File: src/rtl/ncge_pkg.sv
// Shared types and constants of the n-point correlator group evaluator.
package ncge_pkg;

  // Input word kinds, carried on the slave-side tuser.
  localparam logic KIND_LOAD  = 1'b0;
  localparam logic KIND_QUERY = 1'b1;

  // Result status codes, carried on the master-side tuser.
  localparam logic [1:0] ST_LOAD = 2'd0;
  localparam logic [1:0] ST_OK   = 2'd1;
  localparam logic [1:0] ST_OOR  = 2'd2;
  localparam logic [1:0] ST_SAT  = 2'd3;

  // Configuration register indexes.
  localparam logic [1:0] REG_POINT_COUNT    = 2'd0;
  localparam logic [1:0] REG_PARTICLE_COUNT = 2'd1;
  localparam logic [1:0] REG_WEIGHT_POWER   = 2'd2;
  localparam logic [1:0] REG_INV_SCALE      = 2'd3;

  // Field widths.
  localparam int PT_W    = 16;
  localparam int ETA_W   = 16;
  localparam int PHI_W   = 15;
  localparam int ENTRY_W = PT_W + ETA_W + PHI_W;
  localparam int GROUP_W = 30;
  localparam int DIST_W  = 17;

  // Arithmetic unit widths.
  localparam int MUL_W  = 64;
  localparam int PROD_W = 2 * MUL_W;
  localparam int SQ_W   = 34;

  // Angle constants in Q3.12.
  localparam logic signed [16:0] PI_Q12     = 17'sd12868;
  localparam logic signed [16:0] TWO_PI_Q12 = 17'sd25736;

  // 1.0 in Q32.32.
  localparam logic [63:0] ONE_Q32 = 64'h0000_0001_0000_0000;

endpackage

File: src/rtl/ncge_mul.sv
// Shared 64x64 multiplier built from four 32x32 partial products over several cycles.
module ncge_mul import ncge_pkg::*; (
  input  logic              clk_i,
  input  logic              rst_ni,
  input  logic              start_i,
  input  logic [MUL_W-1:0]  a_i,
  input  logic [MUL_W-1:0]  b_i,
  output logic              done_o,
  output logic [PROD_W-1:0] prod_o
);

  logic [MUL_W-1:0]  a_q, b_q, pp_q, pp_d;
  logic [PROD_W-1:0] acc_q, pp_shifted;
  logic [1:0]        ptag_q;
  logic [2:0]        cnt_q;
  logic              busy_q, pv_q, done_q;
  logic [31:0]       a_half, b_half;

  assign a_half = cnt_q[0] ? a_q[63:32] : a_q[31:0];
  assign b_half = cnt_q[1] ? b_q[63:32] : b_q[31:0];
  assign pp_d   = a_half * b_half;

  // Weight of a partial product is 2^(32 * (number of high halves used)).
  always_comb begin
    unique case (ptag_q)
      2'b00:   pp_shifted = {64'd0, pp_q};
      2'b11:   pp_shifted = {pp_q, 64'd0};
      default: pp_shifted = {32'd0, pp_q, 32'd0};
    endcase
  end

  always_ff @(posedge clk_i or negedge rst_ni) begin
    if (!rst_ni) begin
      busy_q <= 1'b0;
      pv_q   <= 1'b0;
      done_q <= 1'b0;
      cnt_q  <= 3'd0;
    end else if (start_i) begin
      busy_q <= 1'b1;
      pv_q   <= 1'b0;
      done_q <= 1'b0;
      cnt_q  <= 3'd0;
    end else begin
      done_q <= busy_q && cnt_q[2];
      if (busy_q) begin
        if (!cnt_q[2]) begin
          pv_q  <= 1'b1;
          cnt_q <= cnt_q + 3'd1;
        end else begin
          pv_q   <= 1'b0;
          busy_q <= 1'b0;
        end
      end
    end
  end

  always_ff @(posedge clk_i) begin
    if (start_i) begin
      a_q   <= a_i;
      b_q   <= b_i;
      acc_q <= '0;
    end else begin
      if (pv_q) begin
        acc_q <= acc_q + pp_shifted;
      end
      if (busy_q && !cnt_q[2]) begin
        pp_q   <= pp_d;
        ptag_q <= cnt_q[1:0];
      end
    end
  end

  assign done_o = done_q;
  assign prod_o = acc_q;

endmodule

File: config.mk
export PLATFORM = sky130hd
export DESIGN_NAME = ncge_mul
export DESIGN_NICKNAME = d
export VERILOG_FILES = /design/src/rtl/ncge_pkg.sv /design/src/rtl/ncge_mul.sv
export SDC_FILE = /design/constraint.sdc
export NUM_CORES = 2
export LEC_CHECK = 0
export ABC_AREA = 1
export BUFFER_PORTS_ARGS = -buffer_cell sky130_fd_sc_hd__buf_2
export CAP_MARGIN = 5
export CORE_UTILIZATION = 36
export CTS_BUF_LIST = sky130_fd_sc_hd__clkbuf_16
export DETAILED_ROUTE_END_ITERATION = 10
export SETUP_SLACK_MARGIN = 0.05
export SLEW_MARGIN = 5
export SYNTH_ARGS = -nofsm -noshare
export SYNTH_HDL_FRONTEND = slang
export SYNTH_SLANG_ARGS = --single-unit
File: constraint.sdc
create_clock -name clk_i -period 7.98 [get_ports clk_i]
set_input_delay 0.399 -clock clk_i [delete_from_list [all_inputs] [get_ports clk_i]]
set_output_delay 0.399 -clock clk_i [all_outputs]
set_load 0.02 [all_outputs]
==> metrics <==
first-pass GRT wire length ~370000 um; # port buffers approximately 260; reg2reg start cnt_q[1]; fin. max-slew vios 0; Synth Area in Adders 38.5%; Post-Syn Nets 9782; fillcell total 17139; Clk Latency, worst-skew pair 680 ps; Clock Path Buffers 3; Distinct cells, synth 47; die area 167000 um2; First DRT Iteration DRCs 4697; status finished, final reports clean; Storage cell area 8540 um2; reg2reg end pp_q[32]; via count 54907; crit path DAT 8130 ps; Clock Sinks between 300 and 400; largest net degree at the start of global routing between 150 and 200; relative slew slack between 30 and 40%; setup violators final 0; simple-gate share of the synthesized area 25.2%; DR WL met3 17200 um; largest family of logic cells by synthesized area adder cells; clock skew 89.2 ps; DRC 0; Max FO, Critical Path 13; FP Rows 148; Met1 Wirelength 100000 um; Yosys reg bits 328; R2R Setup Slk 240 ps; clock-pin slew on the worst setup and hold paths ~60 ps; CP required 8370 ps; CP Capture Type flop; final hold viol count 0; Top Metal Used met5; Synth Area in Compound Gates 5.11%; multi-input logic area ~42000 um2; Tightest Pin Transition around 940 ps; CTS tree built; met2 wire length 123000 um; Syn Area/Cell 7.10 um2; Seq/Total Area, Yosys roughly 14%; Routed Wire Length 257000 um; Hold WS 46.0 ps; Post-Syn Area between 50000 and 60000 um2; fraction of final layout cells sized beyond drive strength 1 between 10 and 15%; Die X 408 um; number of iterations in the first detailed-routing pass 6; Overflow after GRT 0; WS Path Type reg -> reg; cells on worst reg2reg path 26; H-tree depth 2; RSZ-0062 raised after global routing yes; TritonCTS Buffers 42; antenna-violating nets left 0; routed len/inst between 20 and 25 um; crit path capture pp_q[32]; CORE AREA about 160000 um2; root buffer cell clkbuf_16; Final min period 7740 ps; die height 408 um; post-synthesis mux area share 0%; vias in the first global route 56064; Critical path origin cnt_q[1]; initial antenna violation count 7; Placer Congestion 1.03; Yosys warning total 0; Max-cap violations 0; commonest non-fill, non-tap cell in the layout nand2_1; Initial Util 36.4%; dpl hpwl roughly 220000 um; # IOs 260; Min-Delay Path Class in -> reg; cell count after synthesis 8361; XOR/XNOR share of the synthesized area 1.73%; NumNets Final 10310; vias per inst 4.95; overall routing resource usage 30.6%; Final period util 97.0%; Worst Setup Start Kind flop; most frequent cells in the layout nand2_1 (2127), inv_1 (2031), nor2_1 (1190); Area growth, synth to finish 15.4%; Max Freq ~130 MHz
-- per-layer routing --
| metal | global-route usage [%] | up-vias |
|---|---|---|
| met4 | 15.9 | 8 |
| met2 | 53.1 | 2154 |
| met5 | 0 | - |
| met1 | 36.9 | 26690 |
| met3 | 4.08 | 518 |
| li1 | - | 25537 |
-- worst min-delay path by stage --
stage            start  endpoint  cells past startpoint
2_1_floorplan   rst_ni    busy_q                      0
3_3_place_gp    rst_ni    done_o                      1
3_5_place_dp    rst_ni    done_o                      1
4_1_cts        a_i[48]   a_q[48]                      1
5_1_grt        a_i[48]   a_q[48]                      1
6_report       a_i[48]   a_q[48]                      1
-- area by class of cell --
class	count	area share, %
Antenna cell	2	0.00730
Inverter	2123	11.7
Clock inverter	36	0.475
Timing Repair Buffer	710	8.11
Sequential cell	328	12.5
Multi-Input combinational cell	5684	61.8
Clock buffer	42	1.53
Tap cell	2175	3.97
-- registers in the layout, indices dropped and copies added (netlist names) --
signal  cells
done_o      1
a_q        64
b_q        64
ptag_q      2
prod_o    128
busy_q      1
pp_q       64
cnt_q       3
pv_q        1
-- per-stage QoR --
step | TNS [ps] | area [um2] | setup slack (ps) | instances | utilization, %
after floorplan | 0 | 59400 | 727 | 8361 | -
after global placement | -763 | 65200 | -216 | 10871 | 39.9
after detailed placement | -1490 | 65200 | -314 | 10871 | 39.9
after CTS | 0 | 67900 | 55.8 | 11076 | 41.6
after global routing | 0 | 68500 | 2.76 | 11098 | 42.0
final | 0 | 68500 | 238 | 11100 | 42.0
-- kinds of logic (layout without fill, tap and decap cells) --
family | count (synthesis) | after routing
compound gates | 532 | 532
xor+xnor | 117 | 117
fa+ha+maj | 1290 | 1290
buf+inv | 2349 | 2911
flops | 328 | 328
other cells | 0 | 2
simple gates | 3745 | 3745
-- cell usage after synthesis, drive strengths merged --
cell	count	share of area (%)
a21boi	7	0.088
a21o	8	0.10
a21oi	180	1.5
a31o	2	0.030
a31oi	28	0.29
and2	4	0.042
buf	95	0.77
clkbuf	131	0.83
clkinv	6	0.038
dfrtp	6	0.25
dfxtp	128	4.3
edfxtp	194	9.8
fa	897	30
ha	393	8.3
inv	2117	13
nand2	2152	14
nand3	198	1.8
nand3b	1	0.013
nand4	26	0.27
nor2	1252	8.2
nor3	45	0.51
nor4	3	0.032
o2111ai	4	0.059
o211ai	13	0.16
o21a	7	0.088
o21ai	198	1.8
o21bai	19	0.24
o22ai	64	0.67
o311ai	1	0.015
o31ai	1	0.013
or2	64	0.67
xnor2	32	0.47
xor2	85	1.3
-- critical path, stage by stage (launching register included) --
cell and delay [ps]:
dfrtp_2 430, inv_2 80, buf_4 180, or2_2 310, o21ai_4 150, buf_12 190, nor2_1 70, fa_1 530
inv_1 50, fa_1 500, fa_1 480, fa_1 550, inv_1 70, fa_1 500, fa_1 570, fa_1 430
fa_1 510, ha_1 350, a21oi_1 320, nor2_1 80, nor2_1 190, o21ai_0 120, inv_1 80, nand3_1 140
buf_4 180, a21oi_1 230, xnor2_1 180
-- timing repair --
action,in CTS,in global routing
setup buffers,0,19
endpoints found under the setup margin,18,37
gates resized for setup,8,98
hold buffers,127,0
pin swaps,0,10
hold endpoints to repair,132,0
gates cloned,0,3
Power is left out: the tool's default activity adds up to more than one toggle a clock period on the data nets, which glitch-free logic cannot reach.
