$ cat src/rtl/ncge_ram.sv
// Generic single-write, single-read RAM with registered read data.
module ncge_ram #(
  parameter int WIDTH = 8,
  parameter int DEPTH = 16
) (
  input  logic                     clk_i,
  input  logic                     we_i,
  input  logic [$clog2(DEPTH)-1:0] waddr_i,
  input  logic [WIDTH-1:0]         wdata_i,
  input  logic [$clog2(DEPTH)-1:0] raddr_i,
  output logic [WIDTH-1:0]         rdata_o
);

  logic [WIDTH-1:0] mem_q [DEPTH];

  always_ff @(posedge clk_i) begin
    if (we_i) begin
      mem_q[waddr_i] <= wdata_i;
    end
    rdata_o <= mem_q[raddr_i];
  end

endmodule

$ cat config.mk
export PLATFORM = sky130hd
export DESIGN_NAME = ncge_ram
export DESIGN_NICKNAME = d
export VERILOG_FILES = /design/src/rtl/ncge_ram.sv
export SDC_FILE = /design/constraint.sdc
export NUM_CORES = 1
export LEC_CHECK = 0
export BUFFER_PORTS_ARGS = -buffer_cell sky130_fd_sc_hd__buf_2
export CAP_MARGIN = 40
export CORE_MARGIN = 2
export CORE_UTILIZATION = 60
export CTS_CLUSTER_SIZE = 12
export DETAILED_ROUTE_END_ITERATION = 7
export GPL_TIMING_DRIVEN = 1
export PLACE_DENSITY = 0.86
export SLEW_MARGIN = 10
export SYNTH_ARGS = -nofsm -noshare
export SYNTH_HDL_FRONTEND = slang
export SYNTH_SLANG_ARGS = --single-unit
$ cat constraint.sdc
create_clock -name clk_i -period 2 [get_ports clk_i]
set_clock_uncertainty 0.1 [all_clocks]
set_input_delay 0.1 -clock clk_i [delete_from_list [all_inputs] [get_ports clk_i]]
set_output_delay 0.1 -clock clk_i [all_outputs]
set_load 0.01 [all_outputs]
==> results of run 1 <==
## cell usage after synthesis, drive strengths merged
cell / number
nand2: 9
dfxtp: 8
buf: 7
nand3: 1
nand3b: 2
nor2: 13
and2b: 1
and2: 1
a22oi: 16
mux4: 32
clkdlybuf4s25: 3
nor3: 4
edfxtp: 128
nand2b: 2
nor2b: 1
or3b: 1
## final timing paths
| path | slack (ns) | from | endpoint | depth (start not counted) |
|---|---|---|---|---|
| min | 0.05 | waddr_i[0] | mem_q[4][5]$_DFFE_PP_ | 3 |
| max reg2reg | 0.36 | mem_q[0][3]$_DFFE_PP_ | rdata_o[3]$_DFF_P_ | 3 |
| min reg2reg | 0.59 | mem_q[14][0]$_DFFE_PP_ | rdata_o[0]$_DFF_P_ | 3 |
| max | 0.36 | mem_q[0][3]$_DFFE_PP_ | rdata_o[3]$_DFF_P_ | 3 |
## cell type report
class | count | area (µm²) | area share (%)
Clock buffer | 18 | 428 | 6.95
Sequential cell | 136 | 4000 | 65.1
Multi-Input combinational cell | 83 | 1060 | 17.2
Clock inverter | 14 | 151 | 2.46
Tap cell | 105 | 131 | 2.13
Timing Repair Buffer | 53 | 383 | 6.22
## kinds of logic after synthesis
group / after synthesis
flops: 136
simple gates: 35
mux: 32
compound gates: 16
buf+inv: 10
## placed cells by master (no fill, tap or decap), drive strengths merged, types with 2 or more instances in the layout
cell	n
clkbuf	18
mux4	32
a22oi	16
clkinv	6
nor3	4
nand3b	2
edfxtp	128
bufinv	2
nor2	13
dlygate4sd3	9
dfxtp	8
nand2	9
nand2b	2
clkinvlp	5
buf	44
## timing repair
item,CTS,global route
resized for setup,0,0
setup endpoints to repair,0,0
hold buffers,9,0
endpoints found under the hold margin,129,0
## flip-flops by register name (all words and copies together), names as in the netlist
name,cells
mem_q,128
rdata_o,8
## per-stage QoR
step | util [%] | total power [mW] | hold slack [ns]
CTS | 74.5 | 6.51 | 0.0341
floorplan | - | 3.43 | 0.0989
detailed placement | 66.4 | 3.57 | 0.395
finish | 74.5 | 6.48 | 0.0525
global route | 74.5 | 6.68 | 0.0409
global placement | 66.4 | 3.54 | 0.375
## worst min-delay path, cell delays in order
cell    delay [ns]
buf_2         0.15
nor3_1        0.07
buf_4         0.18
## power by group through the flow
stage / logic, mW / clock network, mW / registers (mW)
after global routing: 0.343 / 3.13 / 3.21
after global placement: 0.285 / 0 / 3.26
after CTS: 0.320 / 2.98 / 3.21
final: 0.319 / 2.95 / 3.21
after floorplan: 0.162 / 0 / 3.27
after detailed placement: 0.301 / 0 / 3.27
## routing by layer
metal | vias up | track usage, % | routed length (µm)
met2 | 131 | 37.8 | 5390
met5 | - | 0 | 0
met1 | 1284 | 29.9 | 3700
met3 | 31 | 6.58 | 807
li1 | 1100 | - | -
met4 | 0 | 14.1 | 383
==> summary.txt, run 1 <==
Outcome = finished clean
I/O Buffers = 25
Net Sw Power = 1.34 mW
Max-cap violations = 0
Initial Util = 62.3%
PwrDens = 1050 mW/mm²
Sw frac = 20.7%
Largest net degree at the start of global routing = 33
Synth Area in Compound Gates = 2.33%
Hold Path Class = primary input to flop
Tcrit/Tclk final = 81.8%
P&R area growth vs syn = 19.6%
Ant. Diodes = 0
Unrepaired setup endpoints after global routing = false
Achievable Freq = 611 MHz
Antenna violations before repair = 0
DPL Wire Length = 6.38 mm
Top cells by area, synth = edfxtp_1 75%, mux4_2 7.9%, mux4_1 7.1%
Worst setup margin = 0.365 ns
Mux share of post-synthesis cell area = 15.0%
Post-Layout Inst Area = 0.00615 mm²
DR vias = 2,546
Largest family of logic cells by synthesized area = multiplexers
CP arrival = 1.92 ns
Warnings, synthesis = 0
CTS Buf Count = 17
Clock Power Share = 45.6%
Seq/Total Area, Yosys = 77.8%
Comb pwr share = 4.9%
DIE AREA = 0.00934 mm²
DR WL/cell = 25.1 µm
Drt via density = 6.22
Top delay family on crit path = multiplexers
Cell Int Power = 5.14 mW
Pre-CTS setup slack = 0.275 ns
Startpoint types = flop
Crit-path cells = mux4_1 > a22oi_1 > nand2_1
Core area = 0.00826 mm²
Post CTS Setup Buffer Count = 0
First-pass GRT wire length = 15.8 mm
ANT nets after route = 0
Post-synthesis xor/xnor area fraction = 0%
CTS tree = done
Worst-Skew Late Latency = 0.52 ns
Worst Path Max Fanout = 1
RD Place Congestion = 0.723
Grt ovf = 0
Sum Neg Setup Slack = 0 ns
Mapped cell area = 0.00515 mm²
Fin crit period = 1.64 ns
Post-Syn Nets = 247
DP Cell Count = 368
Yosys top cell by area = edfxtp_1
Htree depth = 4
Clock Root Buffer = clkbuf_8
CP endpoint kind = flop
DRT iter0 DRCs = 328
Site row count = 33
Sink Count = 136
Slowest stage delay, CP = 0.52 ns
Die Span X = 96.6 µm
Simple-gate portion of the synthesized area = 3.18%
# setup viols final = 0
Syn avg cell area = 22.5 µm²
Synth Area in Adders = 0%
WL final = 10.3 mm
Lkg Pwr = 2.11 nW
Area after DPL = 0.00549 mm²
Final #Nets = 309
Share of the synthesized area in the top cell type = 74.7%
Max-slew violation count = 0
Fin cells = 409
Ports = 26
Fin. Hold Viols = 0
FILL cells = 453
TritonRoute pass-1 iters = 4
Buf/Inv on CP = 0
Fraction of layout cells with a size suffix above 1 = 31.3%
Number of global-route vias before repair = 2,647
Sequential share of power = 49.5%
Worst Setup Path Type = flop to flop
CTS Buffer Depth = 2
Gate count after technology mapping = 229
Synthesized flop and latch total = 136
VDD IR max = 672 µV
Clock transition at path regs = 0.06 ns
Gr usage total = 23.9%
Worst slew margin = 60.0%
Die height = 96.6 µm
Synth unique cells = 19
Worst-margin pin slew = 0.598 ns
Slowest cell on the critical path = mux4_1
Critical Path RT = 2.28 ns
Drc violations = 0
No activity file was read; power rests on OpenSTA's default activity.
==> inputs of run 2 (changes only) <==
==> constraint.sdc (replaced) <==
create_clock -name clk_i -period 1.6 [get_ports clk_i]
set_clock_uncertainty 0.1 [all_clocks]
set_input_delay 0.08 -clock clk_i [delete_from_list [all_inputs] [get_ports clk_i]]
set_output_delay 0.08 -clock clk_i [all_outputs]
set_load 0.01 [all_outputs]
==> summary.txt, run 2 (synthesis results as in run 1) <==
PwrDens = 1290 mW/mm² (+22%)
Outcome = finished clean
CTS Buffer Depth = 2 (unchanged)
Post-CTS sizing = 0 (unchanged)
Cts hold-fix bufs = 8 (-1)
Fraction of layout cells with a size suffix above 1 = 32.8% (+1.5 points)
DIE AREA = 0.00934 mm² (unchanged)
CTS Buf Count = 17 (unchanged)
Core area = 0.00826 mm² (unchanged)
Final #Nets = 314 (+1.6%)
Initial Util = 62.3% (unchanged)
Worst Path Max Fanout = 1 (unchanged)
Commonest non-fill, non-tap cell in the layout = edfxtp_1
DR vias = 2,586 (+1.6%)
RD Place Congestion = 0.737 (+2.0%)
Drt via density = 6.26 (+0.59%)
Clock Root Buffer = clkbuf_8
Biggest register = mem_q
CTS tree = done
Fin crit period = 1.48 ns (-0.151 ns)
P&R area growth vs syn = 20.1%
Ant. Diodes = 0 (unchanged)
Lkg Pwr = 2.14 nW (+1.1%)
Drc violations = 0 (unchanged)
DRT iter0 DRCs = 338 (+3.0%)
Worst-Skew Late Latency = 0.52 ns (about the same)
Critical Path RT = 1.91 ns (-0.37 ns)
Worst slew margin = 70.7% (+11 points)
DPL Wire Length = 5.90 mm (-7.5%)
Tcrit/Tclk final = 92.8% (+11 points)
TritonRoute pass-1 iters = 5 (+1)
Grt ovf = 0 (unchanged)
I/O Buffers = 25 (unchanged)
WL final = 9.86 mm (-4.1%)
Antenna violations before repair = 0 (unchanged)
Fin cells = 413 (+0.98%)
Max FFs per register = 128 (unchanged)
Gr usage total = 22.7% (-1.2 points)
Die height = 96.6 µm (unchanged)
DP Cell Count = 374 (+1.6%)
Site row count = 33 (unchanged)
# setup viols final = 0 (unchanged)
Die Span X = 96.6 µm (unchanged)
Fin. Hold Viols = 0 (unchanged)
CP arrival = 1.79 ns (-0.13 ns)
Post-Layout Inst Area = 0.00618 mm² (+0.47%)
Most frequent cells in the layout = 128 x edfxtp_1, 25 x buf_2, 22 x buf_4
Largest net degree at the start of global routing = 33 (unchanged)
Sum Neg Setup Slack = 0 ns (unchanged)
Number of global-route vias before repair = 2,663 (+0.60%)
DR WL/cell = 23.9 µm (-5.0%)
VDD IR max = 798 µV (+19%)
Htree depth = 4 (unchanged)
Max-cap violations = 0 (unchanged)
Area after DPL = 0.00555 mm² (+1.1%)
Biggest regs = mem_q x128, rdata_o x8
Achievable Freq = 673 MHz (+10%)
FILL cells = 430 (-5.1%)
First-pass GRT wire length = 15.4 mm (-2.3%)
Max-slew violation count = 0 (unchanged)
Hold Path Class = primary input to flop
ANT nets after route = 0 (unchanged)
Worst Setup Path Type = flop to flop
Startpoint types = flop
Ports = 26 (unchanged)
CP endpoint kind = flop
Post CTS Setup Buffer Count = 0 (unchanged)
Unrepaired setup endpoints after global routing = false
Clock transition at path regs = 0.06 ns (about the same)
Worst-margin pin slew = 0.439 ns (-0.159 ns)
Sink Count = 136 (unchanged)
run 2: worst max-delay path, cell delays in order (launching register included):
cell and delay (ns):
edfxtp_1 0.37, mux4_1 0.53, a22oi_1 0.29, nand2_1 0.09
run 2: metal layers:
layer / up-vias / global-route usage [%] / wire length [µm]
li1: 1111 / - / -
met1: 1301 / 31.1 / 3870
met2: 154 / 34.7 / 4870
met3: 20 / 7.01 / 880
met4: 0 / 9.43 / 233
met5: - / 0 / 0
run 2: worst paths after layout:
path / startpoint / to / slack [ns] / depth (start not counted)
worst max register to register: mem_q[1][0]$_DFFE_PP_ / rdata_o[0]$_DFF_P_ / 0.12 / 3
worst max-delay path: mem_q[1][0]$_DFFE_PP_ / rdata_o[0]$_DFF_P_ / 0.12 / 3
worst min register to register: mem_q[15][1]$_DFFE_PP_ / rdata_o[1]$_DFF_P_ / 0.57 / 3
worst min-delay path: waddr_i[1] / mem_q[0][5]$_DFFE_PP_ / 0.02 / 3
run 2: final cells by class:
cell class	instances	area [µm²]	share of cell area, %
clock buffer	20	455	7.37
clock inverter	11	100	1.62
multi-input combinational	83	1060	17.2
sequential	136	4000	64.8
tap	105	131	2.12
timing repair buffer	58	430	6.96
run 2: per-stage QoR:
stage | worst slack, ns | hold slack [ns] | util, % | power [mW]
CTS | 0.119 | 0.00460 | 74.9 | 8.01
global placement | -0.00435 | 0.358 | 67.2 | 4.44
detailed placement | -0.0492 | 0.374 | 67.2 | 4.46
floorplan | 0.154 | 0.0789 | - | 4.29
finish | 0.115 | 0.0231 | 74.9 | 7.97
global route | 0.0578 | 0.0145 | 74.9 | 8.21
run 2: power by group:
group	switching, mW	total, mW	internal (mW)	leakage, nW
combinational	0.219	0.402	0.183	0.651
sequential	0.0228	4.01	3.98	1.22
clock	1.40	3.56	2.17	0.261
total	1.64	7.97	6.33	2.14
