[src/rtl/ncge_pkg.sv]
// Shared types and constants of the n-point correlator group evaluator.
package ncge_pkg;

  // Input word kinds, carried on the slave-side tuser.
  localparam logic KIND_LOAD  = 1'b0;
  localparam logic KIND_QUERY = 1'b1;

  // Result status codes, carried on the master-side tuser.
  localparam logic [1:0] ST_LOAD = 2'd0;
  localparam logic [1:0] ST_OK   = 2'd1;
  localparam logic [1:0] ST_OOR  = 2'd2;
  localparam logic [1:0] ST_SAT  = 2'd3;

  // Configuration register indexes.
  localparam logic [1:0] REG_POINT_COUNT    = 2'd0;
  localparam logic [1:0] REG_PARTICLE_COUNT = 2'd1;
  localparam logic [1:0] REG_WEIGHT_POWER   = 2'd2;
  localparam logic [1:0] REG_INV_SCALE      = 2'd3;

  // Field widths.
  localparam int PT_W    = 16;
  localparam int ETA_W   = 16;
  localparam int PHI_W   = 15;
  localparam int ENTRY_W = PT_W + ETA_W + PHI_W;
  localparam int GROUP_W = 30;
  localparam int DIST_W  = 17;

  // Arithmetic unit widths.
  localparam int MUL_W  = 64;
  localparam int PROD_W = 2 * MUL_W;
  localparam int SQ_W   = 34;

  // Angle constants in Q3.12.
  localparam logic signed [16:0] PI_Q12     = 17'sd12868;
  localparam logic signed [16:0] TWO_PI_Q12 = 17'sd25736;

  // 1.0 in Q32.32.
  localparam logic [63:0] ONE_Q32 = 64'h0000_0001_0000_0000;

endpackage

[src/rtl/ncge_sqrt.sv]
// Iterative integer square root, one result bit per cycle.
module ncge_sqrt import ncge_pkg::*; (
  input  logic              clk_i,
  input  logic              rst_ni,
  input  logic              start_i,
  input  logic [SQ_W-1:0]   val_i,
  output logic              done_o,
  output logic [DIST_W-1:0] root_o
);

  logic [SQ_W-1:0] v_q, bit_q;
  logic [SQ_W:0]   r_q, sum_w, r_nx;
  logic            busy_q, done_q, ge_w;

  assign sum_w = r_q + (SQ_W + 1)'(bit_q);
  assign ge_w  = (SQ_W + 1)'(v_q) >= sum_w;
  assign r_nx  = ge_w ? ((r_q >> 1) + (SQ_W + 1)'(bit_q)) : (r_q >> 1);

  always_ff @(posedge clk_i or negedge rst_ni) begin
    if (!rst_ni) begin
      busy_q <= 1'b0;
      done_q <= 1'b0;
    end else if (start_i) begin
      busy_q <= 1'b1;
      done_q <= 1'b0;
    end else begin
      done_q <= busy_q && bit_q[0];
      if (busy_q && bit_q[0]) begin
        busy_q <= 1'b0;
      end
    end
  end

  always_ff @(posedge clk_i) begin
    if (start_i) begin
      v_q   <= val_i;
      r_q   <= '0;
      bit_q <= SQ_W'(1) << (SQ_W - 2);
    end else if (busy_q) begin
      if (ge_w) begin
        v_q <= v_q - sum_w[SQ_W-1:0];
      end
      r_q   <= r_nx;
      bit_q <= bit_q >> 2;
    end
  end

  assign done_o = done_q;
  assign root_o = r_q[DIST_W-1:0];

endmodule

[config.mk]
export PLATFORM = sky130hd
export DESIGN_NAME = ncge_sqrt
export DESIGN_NICKNAME = d
export VERILOG_FILES = /design/src/rtl/ncge_pkg.sv /design/src/rtl/ncge_sqrt.sv
export SDC_FILE = /design/constraint.sdc
export NUM_CORES = 1
export LEC_CHECK = 0
export BUFFER_PORTS_ARGS = -buffer_cell sky130_fd_sc_hd__buf_2
export CAP_MARGIN = 15
export CORE_ASPECT_RATIO = 2
export CORE_UTILIZATION = 45
export CTS_BUF_LIST = sky130_fd_sc_hd__clkbuf_4 sky130_fd_sc_hd__clkbuf_8
export DETAILED_ROUTE_END_ITERATION = 12
export PLACE_DENSITY = 0.64
export SLEW_MARGIN = 5
export SYNTH_ARGS = -nofsm -noshare
export SYNTH_HDL_FRONTEND = slang
export SYNTH_SLANG_ARGS = --single-unit
[constraint.sdc]
create_clock -name clk_i -period 6.9 [get_ports clk_i]
set_clock_uncertainty 0.1 [all_clocks]
set_input_delay 0.69 -clock clk_i [delete_from_list [all_inputs] [get_ports clk_i]]
set_output_delay 0.69 -clock clk_i [all_outputs]
set_load 0.01 [all_outputs]
==> results of run 1 <==
[worst max-delay path by stage]
stage | startpoint | to
floorplan | r_q[10]$_SDFFE_PP0P_ | v_q[0]$_DFFE_PP_
global placement | r_q[10]$_SDFFE_PP0P_ | r_q[8]$_SDFFE_PP0P_
detailed placement | r_q[10]$_SDFFE_PP0P_ | r_q[8]$_SDFFE_PP0P_
CTS | r_q[10]$_SDFFE_PP0P_ | r_q[8]$_SDFFE_PP0P_
global route | r_q[10]$_SDFFE_PP0P_ | r_q[8]$_SDFFE_PP0P_
finish | r_q[10]$_SDFFE_PP0P_ | r_q[8]$_SDFFE_PP0P_
[cell usage in the layout (no fill, tap or decap), types with 13 or more instances in the layout]
| master | instances |
|---|---|
| sky130_fd_sc_hd__buf_2 | 53 |
| sky130_fd_sc_hd__nand4_1 | 13 |
| sky130_fd_sc_hd__mux2i_1 | 21 |
| sky130_fd_sc_hd__a21oi_1 | 64 |
| sky130_fd_sc_hd__a31oi_1 | 26 |
| sky130_fd_sc_hd__nor2_1 | 99 |
| sky130_fd_sc_hd__inv_1 | 19 |
| sky130_fd_sc_hd__xnor2_1 | 31 |
| sky130_fd_sc_hd__dfxtp_1 | 52 |
| sky130_fd_sc_hd__a21o_1 | 16 |
| sky130_fd_sc_hd__a211oi_1 | 17 |
| sky130_fd_sc_hd__nand2_1 | 90 |
| sky130_fd_sc_hd__nand3_1 | 24 |
| sky130_fd_sc_hd__edfxtp_1 | 34 |
| sky130_fd_sc_hd__o21ai_0 | 65 |
| sky130_fd_sc_hd__ha_1 | 70 |
| sky130_fd_sc_hd__nor3_1 | 23 |
| sky130_fd_sc_hd__o21bai_1 | 13 |
| sky130_fd_sc_hd__xor2_1 | 48 |
[state kept, by name (all words and copies together), names as in the netlist]
| name | cells |
|---|---|
| busy_q | 1 |
| r_q | 35 |
| v_q | 34 |
| bit_q | 17 |
| done_o | 1 |
[where the power goes]
group	total (mW)	internal, mW	switching [mW]
registers	0.811	0.733	0.0788
logic	1.72	0.675	1.04
clock network	0.386	0.174	0.212
total	2.91	1.58	1.33
[through the flow]
step | std cells | worst slack (ps) | hold slack (ps) | power, mW | cell area (um^2)
final | 1148 | 1122 | 418.9 | 2.915 | 8104
after detailed placement | 1131 | 1180 | 376.9 | 2.532 | 7895
after floorplan | 920 | 1444 | 294.4 | 2.164 | 7624
after global routing | 1148 | 669.7 | 468.0 | 3.154 | 8104
after global placement | 1131 | 1368 | 376.5 | 2.519 | 7895
after CTS | 1148 | 1144 | 419.4 | 2.930 | 8104
[synth_stat cells (all sizes together), types with 3 or more instances]
cell,count
buf,30
nor2b,10
a2111oi,5
o21a,4
nor2,99
o21bai,13
a31oi,27
a31o,9
nand2,91
clkbuf,28
a211oi,17
or3,6
and3,5
xor2,48
xnor2,31
edfxtp,34
nand3,24
o31a,7
a21boi,5
mux2,3
o211ai,8
ha,70
nand2b,11
mux2i,21
dfxtp,52
a211o,3
o22ai,4
and2,3
o311ai,3
a21o,16
a21oi,64
nor3,23
inv,19
nor3b,3
a311oi,8
o21ai,66
nand4,13
o31ai,9
[per-layer routing]
layer	global-route usage	wire length, um	up-vias
met2	0.4677	11300	128
met1	0.2513	8027	3218
met5	0	0	-
met4	0.1397	943	0
li1	-	-	3423
met3	0.03186	624	52
[cell type report]
| cell class | instances | area [um^2] |
|---|---|---|
| fill | 1689 | 8578 |
| tap | 207 | 259.0 |
| inverter | 19 | 71.32 |
| sequential | 88 | 2113 |
| timing repair buffer | 63 | 342.8 |
| clock buffer | 10 | 131.4 |
| multi-input combinational | 755 | 5119 |
| clock inverter | 6 | 67.56 |
[worst max-delay path, stage by stage (launching register included)]
cell,delay (ps)
sky130_fd_sc_hd__dfxtp_1,470
sky130_fd_sc_hd__ha_1,330
sky130_fd_sc_hd__a31oi_4,220
sky130_fd_sc_hd__nor3_1,90
sky130_fd_sc_hd__nor4b_1,350
sky130_fd_sc_hd__a21bo_2,290
sky130_fd_sc_hd__a41oi_1,300
sky130_fd_sc_hd__o21bai_1,190
sky130_fd_sc_hd__a21oi_1,230
sky130_fd_sc_hd__o21ba_2,180
sky130_fd_sc_hd__o21bai_1,90
sky130_fd_sc_hd__xnor2_1,130
sky130_fd_sc_hd__ha_1,340
sky130_fd_sc_hd__nand4_1,80
sky130_fd_sc_hd__nor3_1,160
sky130_fd_sc_hd__a31oi_1,120
sky130_fd_sc_hd__a21bo_2,210
sky130_fd_sc_hd__nor2b_1,380
sky130_fd_sc_hd__o31a_1,580
sky130_fd_sc_hd__nand2_8,220
sky130_fd_sc_hd__a2111oi_0,470
sky130_fd_sc_hd__a2111oi_1,100
[cells by family after synthesis]
logic type	Yosys count	synth area share
buffers and inverters	77	0.05153
and+or+nand+nor	297	0.1786
xor gates and xnor gates	79	0.09076
adders and majority gates	71	0.1175
AOI/OAI and AO/OA	284	0.2526
muxes	24	0.03200
DFF	88	0.2770
[what timing repair did]
item,CTS,global route
endpoints found under the hold margin,2,0
hold buffers,1,0
setup buffers,0,0
==> reports/qor_table.md, run 1 <==
| Metric | This run | Unit |
|---|---|---|
| Run status | completed | - |
| Min-delay src | r_q[0]$_SDFFE_PP0P_ | - |
| Setup TNS Final | 0 | ps |
| R2R depth | 21 | - |
| Headroom to the max-slew limit | 0.5005 | - |
| IR drop worst, VDD | 0.1752 | mV |
| Startpoint of the lowest-slack register-to-register path | r_q[10]$_SDFFE_PP0P_ | - |
| Instance count of the mapped netlist | 920 | - |
| CP Max Fanout | 25 | - |
| Number of synthesized flops with an enable pin | 34 | - |
| Worst r2r dst | r_q[8]$_SDFFE_PP0P_ | - |
| Y dimension of the die | 186.1 | um |
| Final core utilization | 0.4858 | - |
| Number of gates given a new drive strength after cts | 0 | - |
| Antenna Cells | 0 | - |
| Actual slew at the worst max-slew pin | 739.6 | ps |
| Largest net degree at the start of global routing | 69 | - |
| Later-pin clock latency in the skew report | 390 | ps |
| Vias after detailed routing | 6821 | - |
| Longest Clk Path Bufs | 2 | - |
| Leak Pwr | 3.359 | nW |
| Power density cells | 359.6 | nW/um^2 |
| Critical Path AT | 5930 | ps |
| Count of buffers inserted at the top-level ports | 54 | - |
| Largest area contributor in the synthesized netlist | sky130_fd_sc_hd__dfxtp_1 | - |
| Area share of the leading cell type in the synthesized netlist | 0.1366 | - |
| Number of buffers created by CTS | 9 | - |
| Final setup viols | 0 | - |
| Number of cells on the worst hold path | 2 | - |
| First DRT Iteration DRCs | 255 | - |
| Growth of design area from synthesis to finish | 6.302 | % |
| Nature of the critical path endpoint | flip-flop | - |
| Netlist cell types | 75 | - |
| Top flip-flop cell by instance count after synthesis | sky130_fd_sc_hd__dfxtp_1 | - |
| NumNets Final | 1044 | - |
| Fraction of synthesis flops using an asynchronous set or reset pin | 0.02273 | - |
| Initial antenna violation count | 0 | - |
| Fin. Hold Viols | 0 | - |
| Number of global-route vias before repair | 6646 | - |
| Die width | 94.04 | um |
| Global-route wire length before repair | 32.84 | mm |
| DR pass1 iterations | 4 | - |
| Fraction of layout instances using a drive strength above 1 | 0.1148 | - |
| Floorplan die area | 17500 | um^2 |
| Sum of routed wire length over all layers | 20.89 | mm |
| Post-route DRC violation count | 0 | - |
| H-tree levels | 3 | - |
| Initial Utilization | 0.4570 | - |
| I/O pin total | 55 | - |
| Sum of overflow across all layers after global routing | 0 | - |
| Final critical-path required period | 5778 | ps |
| Clock tree root buffer cell | sky130_fd_sc_hd__clkbuf_8 | - |
| Average footprint of a synthesized cell | 8.286 | um^2 |
| Worst Hold Class | flip-flop to flip-flop | - |
| Number of violations of the max-capacitance limit | 0 | - |
| Ranking of synthesized cells by area | sky130_fd_sc_hd__dfxtp_1, sky130_fd_sc_hd__edfxtp_1, sky130_fd_sc_hd__ha_1 | - |
| Clock tree from TritonCTS | built | - |
| Core Area | 16680 | um^2 |
| Aggregate global-route resource usage | 0.2463 | - |
| Worst setup path class | flip-flop to flip-flop | - |
| Netlist Area Pre-Place | 7624 | um^2 |
| Type of element launching the critical path | flip-flop | - |
| Post-synthesis net count | 1028 | - |
| Final HPWL from detailed placement | 16.00 | mm |
| Number of storage elements in the synthesis netlist | 88 | - |
| Number of max-slew violations in the final report | 0 | - |
| Number of antenna-violating nets in the routed design | 0 | - |
| Fmax achieved | 173.1 | MHz |
| Number of sinks driven by the clock tree | 88 | - |
| Sequential element share of the synthesized area | 0.2770 | - |
| Worst reg-to-reg setup slack | 1120 | ps |
| Avg WL per Cell | 18.20 | um |
| Setup repair after global routing missed its margin | false | - |
| Final estimated routing congestion in global placement | 0.9215 | - |
| CTS clock-pin slew for the worst setup and hold paths | 100 | ps |
| Hold Path Sink | r_q[0]$_SDFFE_PP0P_ | - |
| Final clock period utilization by the worst path | 0.8374 | - |
| Synth warn | 0 | - |
| Via count normalized by instance count | 5.942 | - |
| Cell row count | 67 | - |
| CP Data Required Time | 7050 | ps |
Power figures use the tool's default switching activity.
==> run 2, diff against run 1 <==
- PLACE_DENSITY: 0.64 -> 0.67
- clock period: 6.9 -> 5.1 ns (I/O delays scaled with it)
==> run 2 against run 1 <==
Critical endpoint is now v_q[25]$_DFFE_PP_; largest power group unchanged; clock power grew 51%; critical path depth stayed put; wire length is 2.7% higher; worst setup slack got worse by 920 ps; total power rose by 50%; register-to-register slack lost 920 ps; flip-flop and latch count unchanged; via count increased by 3.7%; largest cell class unchanged; worst hold slack got worse by 140 ps.
==> reports/qor_table.md, run 2 (synthesized netlist as in run 1, its figures left out) <==
| Metric | This run | Unit |
|---|---|---|
| Critical Path AT | 5060 | ps |
| Worst hold-check slack | 282.5 | ps |
| First DRT Iteration DRCs | 287 | - |
| CP Max Fanout | 4 | - |
| Global-route wire length before repair | 33.38 | mm |
| Number of max-slew violations in the final report | 0 | - |
| I/O pin total | 55 | - |
| Longest individual stage delay on the worst path | 610 | ps |
| IR drop worst, VDD | 0.2427 | mV |
| Growth of design area from synthesis to finish | 14.26 | % |
| Initial antenna violation count | 0 | - |
| Final estimated routing congestion in global placement | 0.9155 | - |
| Fraction of layout instances using a drive strength above 1 | 0.1872 | - |
| Clock tree root buffer cell | sky130_fd_sc_hd__clkbuf_8 | - |
| Worst r2r dst | v_q[25]$_DFFE_PP_ | - |
| DR pass1 iterations | 4 | - |
| Final critical-path required period | 4898 | ps |
| Worst-path cell with the longest stage delay | sky130_fd_sc_hd__or4b_2 | - |
| Antenna Cells | 0 | - |
| NumNets Final | 1102 | - |
| Final HPWL from detailed placement | 16.48 | mm |
| Seq pwr share | 0.250 | - |
| Power density cells | 502.4 | nW/um^2 |
| Final Total Pwr | 4.376 | mW |
| Number of violations of the max-capacitance limit | 0 | - |
| Count of buffers inserted at the top-level ports | 54 | - |
| Largest net degree at the start of global routing | 81 | - |
| Core Area | 16680 | um^2 |
| Top Registers | r_q x35, v_q x34, bit_q x17 | - |
| Type of element launching the critical path | flip-flop | - |
| Post-route DRC violation count | 0 | - |
| CP Data Required Time | 5260 | ps |
| Combinational share of power | 0.617 | - |
| Switching share of power | 0.4453 | - |
| Y dimension of the die | 186.1 | um |
| Final setup viols | 0 | - |
| Cell-internal power | 2.428 | mW |
| Worst reg-to-reg setup slack | 200 | ps |
| Worst setup path class | flip-flop to flip-flop | - |
| Via count normalized by instance count | 5.867 | - |
| Cell occurring most often along the worst timing path | sky130_fd_sc_hd__a21oi_1 | - |
| Avg WL per Cell | 17.78 | um |
| Fin. Hold Viols | 0 | - |
| Headroom to the max-slew limit | 0.3716 | - |
| Leak Pwr | 3.700 | nW |
| Number of cells on the worst hold path | 3 | - |
| Worst Hold Class | input pin to flip-flop | - |
| Run status | completed | - |
| Aggregate global-route resource usage | 0.2466 | - |
| Cell row count | 67 | - |
| Nature of the critical path endpoint | flip-flop | - |
| Worst path setup slack after routing | 202.1 | ps |
| Number of buffers created by CTS | 9 | - |
| Actual slew at the worst max-slew pin | 942.6 | ps |
| H-tree levels | 3 | - |
| Min-delay src | val_i[21] | - |
| Largest reg by FF count | r_q | - |
| Most common cell after layout, fill and taps aside | sky130_fd_sc_hd__nor2_1 | - |
| Floorplan die area | 17500 | um^2 |
| Sum of overflow across all layers after global routing | 0 | - |
| Most frequent cells in the layout | sky130_fd_sc_hd__nor2_1, sky130_fd_sc_hd__nand2_1, sky130_fd_sc_hd__ha_1 | - |
| Gate family responsible for the most delay along the worst path | compound AO/OA/AOI/OAI gates | - |
| Critical path cell sequence | ha_1, ha_1, a21oi_1, o21ai_1, buf_4, a21boi_0, nor2_1, o21ai_0, xor2_1, ha_1, a21oi_1, nand2_1, nor2_1, a21oi_1, buf_4, a21oi_1, o21ai_0, a21o_1, a31o_2, or4b_2, nand3_1 | - |
| Worst Path Buf+Inv | 2 | - |
| Number of antenna-violating nets in the routed design | 0 | - |
| Power share of the clock group | 0.133 | - |
| Setup TNS Final | 0 | ps |
| Number of global-route vias before repair | 6919 | - |
| Switching power total | 1.949 | mW |
| Flip-flop count of the largest register after layout | 35 | - |
| Initial Utilization | 0.4570 | - |
| Sum of routed wire length over all layers | 21.45 | mm |
| Die width | 94.04 | um |
| R2R depth | 21 | - |
| Number of sinks driven by the clock tree | 88 | - |
| Startpoint of the lowest-slack register-to-register path | r_q[0]$_SDFFE_PP0P_ | - |
| CTS clock-pin slew for the worst setup and hold paths | 110 | ps |
| Worst setup slack after placement | -43.72 | ps |
| Vias after detailed routing | 7075 | - |
| Longest Clk Path Bufs | 2 | - |
| Later-pin clock latency in the skew report | 400 | ps |
| Hold Path Sink | v_q[21]$_DFFE_PP_ | - |
| Final clock period utilization by the worst path | 0.9604 | - |
| Clock tree from TritonCTS | built | - |
| Fmax achieved | 204.2 | MHz |
run 2: cell types whose count changed in the layout (fill, tap and decap cells not counted), moves of 3 or more:
cell                      previous run  this run
sky130_fd_sc_hd__inv_6               1         4
sky130_fd_sc_hd__buf_4               9        63
sky130_fd_sc_hd__o21ai_0            65        62
sky130_fd_sc_hd__o21ai_1             1         4
sky130_fd_sc_hd__buf_12              0         3
sky130_fd_sc_hd__nor3_1             23        19
sky130_fd_sc_hd__nor3_2              0         4
run 2: worst max path at each step:
| stage | startpoint | to | cells past startpoint |
|---|---|---|---|
| global placement | r_q[10]$_SDFFE_PP0P_ | r_q[11]$_SDFFE_PP0P_ | 22 |
| global route | r_q[0]$_SDFFE_PP0P_ | v_q[25]$_DFFE_PP_ | 21 |
| detailed placement | r_q[14]$_SDFFE_PP0P_ | r_q[11]$_SDFFE_PP0P_ | 22 |
| floorplan | r_q[10]$_SDFFE_PP0P_ | v_q[0]$_DFFE_PP_ | 20 |
| finish | r_q[0]$_SDFFE_PP0P_ | v_q[25]$_DFFE_PP_ | 21 |
| CTS | r_q[14]$_SDFFE_PP0P_ | r_q[16]$_SDFFE_PP0P_ | 24 |
run 2: routing by layer:
layer  vias up  GRT usage  wire length (um)  part of all wire
met1      3319     0.2606              8348              0.39
met4         0     0.1274               918             0.043
met2       170     0.4642             11550              0.54
met5         -          0                 0                 0
met3        57    0.03105               626             0.029
li1       3529          -                 -                 -
run 2: power groups by stage:
stage          combinational, mW  clock, mW  sequential [mW]
3_5_place_dp                2.60          0             1.10
5_1_grt                     2.96      0.614             1.10
4_1_cts                     2.63      0.592             1.09
3_3_place_gp                2.56          0             1.11
2_1_floorplan               1.87          0             1.06
6_report                    2.70      0.583             1.09
run 2: layout make-up:
class,instances,area [um^2]
clock inverters,7,100.1
multi-input cells,755,5224
inverters,19,71.32
repair buffers,121,819.5
flip-flops and latches,88,2113
fillers,1612,7971
clock buffers,9,123.9
well taps,207,259.0
run 2: metrics by stage:
step	instances	utilization	cell area [um^2]
after detailed placement	1186	0.5007	8353
after floorplan	920	-	7631
after CTS	1204	0.5153	8597
after global placement	1186	0.5007	8353
after global routing	1206	0.5222	8711
final	1206	0.5222	8711
run 2: tightest hold or removal path: cells and delay by family:
kind	cells	cell delay (ps)
simple gates	1	40
compound gates	1	50
buf+inv	1	70
run 2: what timing repair did:
action,in CTS,in global routing
pin swaps,0,5
resized for setup,1,25
hold buffers,1,0
setup endpoints to repair,15,70
buffers inserted,1,2
hold endpoints to repair,2,0
==> run 3, diff against run 2 <==
- CORE_UTILIZATION: 45 -> 50
- PLACE_DENSITY: 0.67 -> 0.73
==> run 3 against run 2 <==
Utilization rose by 6.2 points; flip-flop and latch count did not move; clock-buffer cell count rose by 2; critical path depth rose by 2; worst setup slack improved by 110 ps; final cell count fell by 1.2%; non-clock buffer count fell by 2; critical endpoint is now r_q[24]$_SDFFE_PP0P_; largest power group unchanged.
==> reports/qor_table.md, run 3 (synthesized netlist as in run 1, its figures left out) <==
| Metric | This run | Unit |
|---|---|---|
| Run status | completed | - |
| Core Area | 14820 | um^2 |
| Antenna Cells | 0 | - |
| Worst r2r dst | r_q[24]$_SDFFE_PP0P_ | - |
| Worst Path Buf+Inv | 2 | - |
| Aggregate global-route resource usage | 0.2746 | - |
| Final core utilization | 0.5839 | - |
| Largest net degree at the start of global routing | 81 | - |
| Clock tree root buffer cell | sky130_fd_sc_hd__clkbuf_8 | - |
| Filler instances | 1429 | - |
| Stages on worst setup path | 23 | - |
| Setup TNS Final | 0 | ps |
| Fmax achieved | 208.8 | MHz |
| Area of all placed cells without fillers | 8653 | um^2 |
| Actual slew at the worst max-slew pin | 910.5 | ps |
| Worst-path cell with the longest stage delay | sky130_fd_sc_hd__dfxtp_2 | - |
| Number of global-route vias before repair | 6997 | - |
| Global-route wire length before repair | 33.09 | mm |
| Via count normalized by instance count | 5.997 | - |
| Vias after detailed routing | 7149 | - |
| I/O pin total | 55 | - |
| Initial antenna violation count | 0 | - |
| Count of buffers inserted at the top-level ports | 54 | - |
| Headroom to the max-slew limit | 0.3930 | - |
| Number of sinks driven by the clock tree | 88 | - |
| Final clock period utilization by the worst path | 0.9392 | - |
| Worst setup startpoint | bit_q[10]$_SDFFE_PP0P_ | - |
| Growth of design area from synthesis to finish | 13.51 | % |
| Largest reg by FF count | r_q | - |
| Worst setup slack after placement | -31.39 | ps |
| Longest Clk Path Bufs | 2 | - |
| CP Data Required Time | 5330 | ps |
| Startpoint of the lowest-slack register-to-register path | bit_q[10]$_SDFFE_PP0P_ | - |
| Cell total after placement | 1173 | - |
| Leak Pwr | 3.689 | nW |
| Final HPWL from detailed placement | 16.11 | mm |
| Worst Hold Class | input pin to flip-flop | - |
| Die width | 89.32 | um |
| Post-route DRC violation count | 0 | - |
| Longest individual stage delay on the worst path | 350 | ps |
| Y dimension of the die | 176.6 | um |
| Final estimated routing congestion in global placement | 0.9382 | - |
| Flip-flop count of the largest register after layout | 35 | - |
| Type of element launching the critical path | flip-flop | - |
| R2R depth | 23 | - |
| Later-pin clock latency in the skew report | 410 | ps |
| Worst path setup slack after routing | 309.9 | ps |
| Critical path cell sequence | ha_1, a31oi_4, nor3_2, nor4b_2, a21bo_2, a41oi_2, o21bai_2, a21oi_2, o21ba_2, o21bai_1, xnor2_1, ha_1, nand4_1, nor3_1, a31oi_1, a21bo_2, nor2b_2, o31a_1, buf_4, nand2_8, buf_12, o31a_1, a21oi_1 | - |
| CTS clock-pin slew for the worst setup and hold paths | 90 | ps |
| Final Total Pwr | 4.309 | mW |
| Worst hold-check slack | 289.9 | ps |
| Fraction of layout instances using a drive strength above 1 | 0.1795 | - |
| DR pass1 iterations | 5 | - |
| Avg WL per Cell | 17.40 | um |
| Number of violations of the max-capacitance limit | 0 | - |
| Sum of routed wire length over all layers | 20.74 | mm |
| Fin. Hold Viols | 0 | - |
| Number of buffers created by CTS | 9 | - |
| Sum of overflow across all layers after global routing | 0 | - |
| Non-filler instance count after layout | 1192 | - |
| Area after detailed placement | 8343 | um^2 |
| Top Registers | r_q x35, v_q x34, bit_q x17 | - |
| Final setup viols | 0 | - |
| Nature of the critical path endpoint | flip-flop | - |
| Cell row count | 63 | - |
| NumNets Final | 1100 | - |
| Floorplan die area | 15780 | um^2 |
| Clock tree from TritonCTS | built | - |
| Worst reg-to-reg setup slack | 310 | ps |
| Worst setup path class | flip-flop to flip-flop | - |
| Most frequent cells in the layout | sky130_fd_sc_hd__nor2_1, sky130_fd_sc_hd__nand2_1, sky130_fd_sc_hd__ha_1 | - |
| Number of max-slew violations in the final report | 0 | - |
| H-tree levels | 3 | - |
| Power density cells | 498.0 | nW/um^2 |
| IR drop worst, VDD | 0.3102 | mV |
| First DRT Iteration DRCs | 401 | - |
| CP Max Fanout | 12 | - |
| Gate family responsible for the most delay along the worst path | compound AO/OA/AOI/OAI gates | - |
| Crit path to | r_q[24]$_SDFFE_PP0P_ | - |
| Initial Utilization | 0.5144 | - |
| Most common cell after layout, fill and taps aside | sky130_fd_sc_hd__nor2_1 | - |
| Number of antenna-violating nets in the routed design | 0 | - |
| Critical Path AT | 5020 | ps |
| Final critical-path required period | 4790 | ps |
==> run 3: area by class of cell <==
type	instances	area, um^2	area share
clock inverters	5	65.06	0.007519
inverters	19	71.32	0.008242
flip-flops and latches	88	2115	0.2444
multi-input cells	755	5194	0.6002
repair buffers	119	813.3	0.09398
clock buffers	11	151.4	0.01750
well taps	195	244.0	0.02820
==> run 3: how the worst min path moves through the flow <==
stage | startpoint | end | slack (ps) | cells past startpoint
5_1_grt | val_i[20] | v_q[20]$_DFFE_PP_ | 280 | 3
6_report | val_i[20] | v_q[20]$_DFFE_PP_ | 290 | 3
4_1_cts | val_i[20] | v_q[20]$_DFFE_PP_ | 280 | 3
2_1_floorplan | rst_ni | busy_q$_DFFE_PN0P_ | 110 | 0
3_5_place_dp | rst_ni | done_o$_DFF_PN0_ | 220 | 1
3_3_place_gp | rst_ni | done_o$_DFF_PN0_ | 220 | 1
==> run 3: per-layer routing <==
| metal | global-route usage | vias up | part of all wire |
|---|---|---|---|
| met1 | 0.2909 | 3375 | 0.38 |
| li1 | - | 3526 | - |
| met2 | 0.5057 | 187 | 0.54 |
| met5 | 0 | - | 0 |
| met4 | 0.1488 | 0 | 0.044 |
| met3 | 0.03498 | 61 | 0.034 |
==> run 3: what timing repair did <==
action,in CTS,in global routing
pin swaps,0,2
setup buffers,1,1
hold buffers,1,0
hold endpoints to repair,2,0
gates cloned,0,0
gates resized for setup,1,18
setup endpoints to repair,8,68
==> run 3: power by group <==
group | switching [mW] | internal [mW]
clock | 0.287 | 0.257
sequential | 0.0993 | 0.990
combinational | 1.51 | 1.16
==> run 3: tightest hold or removal path: cells and delay by family <==
family,cells,cell delay (ps)
AOI/OAI and AO/OA,1,50
buffers and inverters,1,70
and+or+nand+nor,1,40
